<file path="config.mk">
export PLATFORM = sky130hd
export DESIGN_NAME = console_bus_address_decoder
export DESIGN_NICKNAME = d
export VERILOG_FILES = /design/src/design/cbad_pkg.sv /design/src/design/console_bus_address_decoder.sv
export SDC_FILE = /design/constraint.sdc
export NUM_CORES = 1
export LEC_CHECK = 0
export BUFFER_PORTS_ARGS = -buffer_cell sky130_fd_sc_hd__buf_2
export CORE_MARGIN = 3
export CORE_UTILIZATION = 49
export CTS_CLUSTER_DIAMETER = 120
export DETAILED_ROUTE_END_ITERATION = 10
export PLACE_DENSITY = 0.83
export REMOVE_ABC_BUFFERS = 1
export SLEW_MARGIN = 20
export SYNTH_ARGS = -nofsm -noshare
export SYNTH_HDL_FRONTEND = slang
export SYNTH_SLANG_ARGS = --single-unit
</file>
<file path="constraint.sdc">
create_clock -name clk -period 2.51 [get_ports clk]
set_input_delay 0.3765 -clock clk [delete_from_list [all_inputs] [get_ports clk]]
set_output_delay 0.3765 -clock clk [all_outputs]
set_load 0.05 [all_outputs]
</file>
<file path="src/design/cbad_pkg.sv">
// ----------------------------------------------------------------------------
// cbad_pkg
// Shared types and memory map constants of the console bus address decoder.
// ----------------------------------------------------------------------------
package cbad_pkg;

  localparam int ADDR_W   = 32;
  localparam int PHYS_W   = 29;
  localparam int DATA_W   = 32;
  localparam int OFFSET_W = 21;
  localparam int WAIT_W   = 5;
  localparam int LANE_W   = 5;

  typedef enum logic [3:0] {
    T_NONE     = 4'd0,
    T_RAM      = 4'd1,
    T_SCRATCH  = 4'd2,
    T_BIOS     = 4'd3,
    T_IRQSTAT  = 4'd4,
    T_IRQMASK  = 4'd5,
    T_GPUDATA  = 4'd6,
    T_GPUSTAT  = 4'd7,
    T_MDECDATA = 4'd8,
    T_MDECSTAT = 4'd9,
    T_DMA      = 4'd10,
    T_TIMERS   = 4'd11,
    T_SPU      = 4'd12,
    T_SERIAL   = 4'd13,
    T_CDROM    = 4'd14,
    T_MEMCTRL  = 4'd15
  } target_t;

  typedef enum logic [1:0] {
    SZ_BYTE = 2'd0,
    SZ_HALF = 2'd1,
    SZ_WORD = 2'd2,
    SZ_BAD  = 2'd3
  } size_t;

  localparam logic [PHYS_W-1:0] PHYS_MASK      = 29'h1fffffff;
  localparam logic [PHYS_W-1:0] RAM_END        = 29'h0800000;
  localparam logic [PHYS_W-1:0] EXP1_BASE      = 29'h1f000000;
  localparam logic [PHYS_W-1:0] SCRATCH_BASE   = 29'h1f800000;
  localparam logic [PHYS_W-1:0] SCRATCH_END    = 29'h1f800400;
  localparam logic [PHYS_W-1:0] BIOS_BASE      = 29'h1fc00000;
  localparam logic [PHYS_W-1:0] BIOS_END       = 29'h1fc80000;
  localparam logic [PHYS_W-1:0] IRQSTAT_ADDR   = 29'h1f801070;
  localparam logic [PHYS_W-1:0] IRQMASK_ADDR   = 29'h1f801074;
  localparam logic [PHYS_W-1:0] GPUDATA_ADDR   = 29'h1f801810;
  localparam logic [PHYS_W-1:0] GPUSTAT_ADDR   = 29'h1f801814;
  localparam logic [PHYS_W-1:0] MDECDATA_ADDR  = 29'h1f801820;
  localparam logic [PHYS_W-1:0] MDECSTAT_ADDR  = 29'h1f801824;
  localparam logic [PHYS_W-1:0] MEMCTRL_BASE   = 29'h1f801000;
  localparam logic [PHYS_W-1:0] MEMCTRL_END    = 29'h1f801024;
  localparam logic [PHYS_W-1:0] DMA_BASE       = 29'h1f801080;
  localparam logic [PHYS_W-1:0] DMA_END        = 29'h1f8010f8;
  localparam logic [PHYS_W-1:0] TIMER_BASE     = 29'h1f801100;
  localparam logic [PHYS_W-1:0] TIMER_END      = 29'h1f801130;
  localparam logic [PHYS_W-1:0] SPU_BASE       = 29'h1f801c00;
  localparam logic [PHYS_W-1:0] SPU_WR_END     = 29'h1f801e00;
  localparam logic [PHYS_W-1:0] SPU_RD_END     = 29'h1f801fff;
  localparam logic [PHYS_W-1:0] SERIAL_BASE    = 29'h1f801040;
  localparam logic [PHYS_W-1:0] SERIAL_END     = 29'h1f801050;
  localparam logic [PHYS_W-1:0] CDROM_BASE     = 29'h1f801800;
  localparam logic [PHYS_W-1:0] CDROM_END      = 29'h1f801804;

  localparam logic [WAIT_W-1:0] WAIT_RAM    = 5'd4;
  localparam logic [WAIT_W-1:0] WAIT_TIMERS = 5'd2;
  localparam logic [WAIT_W-1:0] WAIT_SPU    = 5'd18;
  localparam logic [WAIT_W-1:0] WAIT_SERIAL = 5'd3;
  localparam logic [WAIT_W-1:0] WAIT_NONE   = 5'd0;

  localparam logic [DATA_W-1:0] IRQ_MASK = 32'h000007ff;

endpackage

</file>
<file path="src/design/console_bus_address_decoder.sv">
// ----------------------------------------------------------------------------
// console_bus_address_decoder
// Decodes one bus access into target device, local offset, write data, irq
// acknowledge flag, read wait count and byte lane shift. start is taken in
// every cycle (busy is always low); the decode of a beat passes the input
// register and then the result register around a single pass of compare
// logic, and is shown for one cycle on the result ports, marked by done.
// The receiver cannot stall, so every beat yields exactly one result.
// ----------------------------------------------------------------------------
module console_bus_address_decoder (
  input  logic                            clk,
  input  logic                            rst,
  input  logic                            start,
  output logic                            busy,
  input  logic                            kind,
  input  logic [1:0]                      access_size,
  input  logic [cbad_pkg::ADDR_W-1:0]     virtual_address,
  input  logic [cbad_pkg::DATA_W-1:0]     write_value,
  output logic                            done,
  output logic [3:0]                      target,
  output logic [cbad_pkg::OFFSET_W-1:0]   local_offset,
  output logic [cbad_pkg::DATA_W-1:0]     write_data,
  output logic                            acknowledge_and,
  output logic [cbad_pkg::WAIT_W-1:0]     read_wait,
  output logic [cbad_pkg::LANE_W-1:0]     lane_shift
);
  import cbad_pkg::*;

  logic              in_valid;
  logic              in_kind;
  size_t             in_size;
  logic [PHYS_W-1:0] in_addr;
  logic [DATA_W-1:0] in_value;

  target_t             tgt_next;
  logic [OFFSET_W-1:0] off_next;
  logic [DATA_W-1:0]   data_next;
  logic                ack_next;
  logic [WAIT_W-1:0]   wait_next;
  logic [LANE_W-1:0]   lane_next;

  function automatic logic in_win(input logic [PHYS_W-1:0] a,
                                  input logic [PHYS_W-1:0] lo,
                                  input logic [PHYS_W-1:0] hi);
    return (a >= lo) && (a < hi);
  endfunction

  assign busy = 1'b0;

  always_ff @(posedge clk) begin
    if (rst) begin
      in_valid <= 1'b0;
    end else begin
      in_valid <= start;
    end
    if (start) begin
      in_kind  <= kind;
      in_size  <= size_t'(access_size);
      in_addr  <= virtual_address[PHYS_W-1:0] & PHYS_MASK;
      in_value <= write_value;
    end
  end

  always_comb begin
    logic [LANE_W-1:0] lane_dma;
    lane_dma  = {in_addr[1:0], 3'b000};
    tgt_next  = T_NONE;
    off_next  = '0;
    data_next = in_value;
    ack_next  = 1'b0;
    lane_next = '0;

    if (in_size == SZ_BAD) begin
      tgt_next = T_NONE;
    end else if (in_addr < RAM_END) begin
      tgt_next = T_RAM;
      off_next = in_addr[20:0];
    end else if (in_win(in_addr, EXP1_BASE, SCRATCH_BASE)) begin
      tgt_next = T_NONE;
    end else if (in_win(in_addr, SCRATCH_BASE, SCRATCH_END)) begin
      tgt_next = T_SCRATCH;
      off_next = OFFSET_W'(in_addr[9:0]);
    end else if (in_win(in_addr, BIOS_BASE, BIOS_END)) begin
      tgt_next = T_BIOS;
      off_next = OFFSET_W'(in_addr[18:0]);
    end else if (in_size != SZ_BYTE && in_addr == IRQSTAT_ADDR) begin
      tgt_next  = T_IRQSTAT;
      data_next = in_value & IRQ_MASK;
      ack_next  = in_kind;
    end else if (in_size != SZ_BYTE && in_addr == IRQMASK_ADDR) begin
      tgt_next  = T_IRQMASK;
      data_next = in_value & IRQ_MASK;
    end else if (in_size == SZ_WORD) begin
      if (in_addr == GPUDATA_ADDR) begin
        tgt_next = T_GPUDATA;
      end else if (in_addr == GPUSTAT_ADDR) begin
        tgt_next = T_GPUSTAT;
      end else if (in_addr == MDECDATA_ADDR) begin
        tgt_next = T_MDECDATA;
      end else if (in_addr == MDECSTAT_ADDR) begin
        tgt_next = T_MDECSTAT;
      end else if (in_kind && in_win(in_addr, MEMCTRL_BASE, MEMCTRL_END)) begin
        tgt_next = T_MEMCTRL;
        off_next = OFFSET_W'(in_addr[5:0]);
      end else if (in_win(in_addr, DMA_BASE, DMA_END)) begin
        tgt_next = T_DMA;
        off_next = OFFSET_W'(in_addr[6:0]);
      end else if (in_win(in_addr, TIMER_BASE, TIMER_END)) begin
        tgt_next = T_TIMERS;
        off_next = OFFSET_W'(in_addr[5:0]);
      end else if (in_kind && in_win(in_addr, SPU_BASE, SPU_WR_END)) begin
        tgt_next = T_SPU;
        off_next = OFFSET_W'(in_addr[9:0]);
      end
    end else if (in_size == SZ_HALF) begin
      if (in_win(in_addr, TIMER_BASE, TIMER_END)) begin
        tgt_next = T_TIMERS;
        off_next = OFFSET_W'(in_addr[5:0]);
      end else if (in_win(in_addr, SPU_BASE, in_kind ? SPU_WR_END : SPU_RD_END)) begin
        tgt_next = T_SPU;
        off_next = OFFSET_W'(in_addr[9:0]);
      end else if (in_win(in_addr, SERIAL_BASE, SERIAL_END)) begin
        tgt_next = T_SERIAL;
        off_next = OFFSET_W'(in_addr[4:0]);
      end
    end else begin
      if (in_win(in_addr, DMA_BASE, DMA_END)) begin
        tgt_next  = T_DMA;
        off_next  = OFFSET_W'(in_addr[6:0]);
        lane_next = lane_dma;
        data_next = {24'h000000, in_value[7:0]} << lane_dma;
      end else if (in_win(in_addr, CDROM_BASE, CDROM_END)) begin
        tgt_next = T_CDROM;
        off_next = OFFSET_W'(in_addr[1:0]);
      end else if (in_win(in_addr, SERIAL_BASE, SERIAL_END)) begin
        tgt_next = T_SERIAL;
        off_next = OFFSET_W'(in_addr[4:0]);
      end
    end

    if (tgt_next == T_NONE) begin
      off_next  = '0;
      data_next = '0;
      ack_next  = 1'b0;
      lane_next = '0;
    end
    if (!in_kind) begin
      data_next = '0;
      ack_next  = 1'b0;
    end

    if (in_kind) begin
      wait_next = WAIT_NONE;
    end else if (in_addr < RAM_END) begin
      wait_next = WAIT_RAM;
    end else if (in_win(in_addr, TIMER_BASE, TIMER_END)) begin
      wait_next = WAIT_TIMERS;
    end else if (in_win(in_addr, SPU_BASE, SPU_RD_END)) begin
      wait_next = WAIT_SPU;
    end else if (in_win(in_addr, SERIAL_BASE, SERIAL_END)) begin
      wait_next = WAIT_SERIAL;
    end else begin
      wait_next = WAIT_NONE;
    end
  end

  always_ff @(posedge clk) begin
    if (rst) begin
      done <= 1'b0;
    end else begin
      done <= in_valid;
    end
    if (in_valid) begin
      target          <= tgt_next;
      local_offset    <= off_next;
      write_data      <= data_next;
      acknowledge_and <= ack_next;
      read_wait       <= wait_next;
      lane_shift      <= lane_next;
    end
  end

endmodule
</file>
==> impl_metrics.json <==
{
  "cts_buffer_depth": 2,
  "violations": "negative setup slack",
  "grt_max_degree": 66,
  "clk_latency_ps": 430,
  "p_switching_mw": 1.80,
  "max_freq_mhz": 348,
  "cp_max_fo": 8,
  "ys_ff_latch": 130,
  "switching_share_pct": 28.3,
  "cp-start-kind": "register",
  "ys_types": 61,
  "grt_pass1_vias": 4955,
  "grt_pass1_wl_um": 26500,
  "cts_tree": "yes",
  "leakage_nw": 3.45,
  "post-place-ws_ps": -400,
  "htreeDepth": 4,
  "maxSlewViolCount": 0,
  "drt_iter0_markers": 548,
  "drive_gt1_share_pct": 54.9,
  "hold_depth": 2,
  "synthTopCellsByCount": "edfxtp_1, nor2_1, nand2_1",
  "clock_skew_ps": 7.26,
  "required_ps": 2780,
  "nNetsFinal": 799,
  "syn_to_final_growth_pct": 49.0,
  "yosys.area.top_type": "edfxtp_1",
  "synthesis.area_sq_mm": 0.00601,
  "p_int_mw": 4.55,
  "timing.final.ws_setup_ps": -364,
  "cp-endpoint": "write_data[22]$_SDFFCE_PP0P_",
  "rows": 39,
  "place.detailed.instances": 808,
  "routabilityCongestion": 0.922,
  "grtUsageTotal_pct": 26.3,
  "postRouteAntennaNets": 0,
  "core_sq_mm": 0.0117,
  "drc": 0,
  "end_kind": "register",
  "ir_drop_mv": 0.685,
  "status": "complete, but fails checks",
  "min_period_ps": 2870,
  "clock-sinks": 130,
  "worst_pin_slew_ps": 544,
  "final_cells": 878,
  "synth_area_leaders": "edfxtp_1, nor3_2, a22oi_1",
  "place_area_sq_mm": 0.00755,
  "drtPass1Iterations": 6,
  "clockPowerShare_pct": 40.2,
  "final.period_utilization_pct": 114,
  "routed_wl_um": 18300,
  "r2r_setup_slack_ps": -360,
  "cp-startpoint": "in_kind$_DFFE_PP_",
  "slew_headroom_pct": 63.3,
  "p_comb_share_pct": 17.9,
  "yosysSeqAreaShare_pct": 64.6,
  "yosysMostFrequentCell": "edfxtp_1",
  "r2r-end": "write_data[22]$_SDFFCE_PP0P_",
  "r2r_start": "in_kind$_DFFE_PP_",
  "clk_pin_slew_ps": 60,
  "timing.hold.ws_ps": 102,
  "ys_warn_count": 0,
  "via_per_inst": 5.83,
  "r2r_cells": 10,
  "grt-busiest-layer": "met2",
  "synth.avg_cell_area_sq_um": 13.2,
  "min_from": "rst",
  "ys_async_sr_fraction_pct": 0,
  "antenna_found_initial": 0,
  "hold_viol": 0,
  "pwr-share-seq_pct": 41.9,
  "die-area_sq_mm": 0.0136,
  "grt_use_met1_pct": 34.7,
  "netlist.area_leader.share_pct": 63.9,
  "cts_made_buffers": 17,
  "worstSetupPathType": "register to register",
  "cts-root-buf": "clkbuf_16",
  "p_total_mw": 6.35,
  "portBuffers": 131,
  "dr_total_vias": 5122,
  "gr-usage-met3_pct": 6.32,
  "cts-hold-fix-buffers": 0,
  "power_density_mw_per_mm2": 708,
  "grt_overflow": 0,
  "pin_count": 140,
  "crit_arrival_ps": 3150,
  "synth_edf_count": 128,
  "die_x_um": 117,
  "hp-class": "input pin to register",
  "finalInstanceArea_sq_mm": 0.00896,
  "dieHeight_um": 117,
  "drv_cap": 0,
  "met2_usage_pct": 41.8,
  "initial_utilization_pct": 51.3,
  "netlist_instances": 454,
  "rsz0062_at_grt": "true",
  "dp.final_hpwl_um": 12200,
  "synth_flop_cell": "edfxtp_1",
  "setup_viol": 42,
  "routedWlPerCell_um": 20.8
}
[routing by layer]
| layer | wire length (um) | up-vias |
|---|---|---|
| li1 | - | 2317 |
| met1 | 7220 | 2452 |
| met4 | 695 | 0 |
| met5 | 0 | - |
| met3 | 1510 | 64 |
| met2 | 8830 | 289 |
[logic make-up after synthesis]
kind of cell,after synthesis,share of synthesized area [%]
DFF,130,64.6
other,1,0.0624
buffers and inverters,38,3.31
and+or+nand+nor,181,18.4
muxes,1,0.166
AOI/OAI and AO/OA,95,11.8
adders and majority gates,8,1.66
[state kept, by name (all words and copies together) (netlist names)]
name	cells
in_value	32
write_data	32
in_addr	29
local_offset	21
read_wait	4
target	4
in_size	2
lane_shift	2
acknowledge_and	1
done	1
in_kind	1
in_valid	1
[through the flow]
stage	setup TNS, ps	utilization, %
3_3_place_gp	-14100	64.5
6_report	-12840	76.5
5_1_grt	-14750	76.5
4_1_cts	-8380	72.6
3_5_place_dp	-15550	64.5
2_1_floorplan	-72040	-
[placed cells by master, fill, tap and decap left out, drive strengths merged, types with 7 or more instances in the layout]
cell type	instances
nor2	36
nand3	22
ha	8
inv	11
nor2b	7
nand4	10
o21ai	16
nand2	28
clkbuf	20
edfxtp	128
nor4	12
a21oi	17
a211oi	7
and3	13
o211ai	7
a22oi	18
buf	272
nor3	35
[cell type report]
type | count | area, sq um
Antenna cell | 1 | 2.50
Clock buffer | 18 | 429
Clock inverter | 14 | 179
Fill cell | 748 | 2750
Inverter | 8 | 30.0
Multi-Input combinational cell | 290 | 2390
Sequential cell | 130 | 3880
Tap cell | 143 | 179
Timing Repair Buffer | 274 | 1860
[repair_timing]
item | CTS | global route
buffers inserted | 19 | 18
cloned | 2 | 2
endpoints found under the setup margin | 42 | 45
resized for setup | 33 | 61
pin swaps | 22 | 19
[critical path, cell delays in order, from the launching register on]
cell       delay, ps
edfxtp_1         420
buf_6            180
ha_1             340
a21o_1           240
o211ai_1         250
nand4_1          220
a2111oi_4        440
a2111oi_4        100
buf_6            180
buf_12           150
a211oi_2         180
[how the worst min path moves through the flow]
stage / end / slack (ps)
floorplan: done$_SDFF_PP0_ / 450
global placement: in_valid$_SDFF_PP0_ / 540
detailed placement: in_valid$_SDFF_PP0_ / 550
CTS: in_valid$_SDFF_PP0_ / 90
global route: in_value[15]$_DFFE_PP_ / 100
finish: in_valid$_SDFF_PP0_ / 100
[power by group through the flow]
stage,combinational (mW),clock [mW],sequential [mW]
2_1_floorplan,0.259,0,2.95
3_3_place_gp,0.886,0,2.69
3_5_place_dp,0.903,0,2.70
4_1_cts,1.01,2.57,2.65
5_1_grt,1.19,2.68,2.67
6_report,1.14,2.55,2.66
No activity file was read; power rests on OpenSTA's default activity.
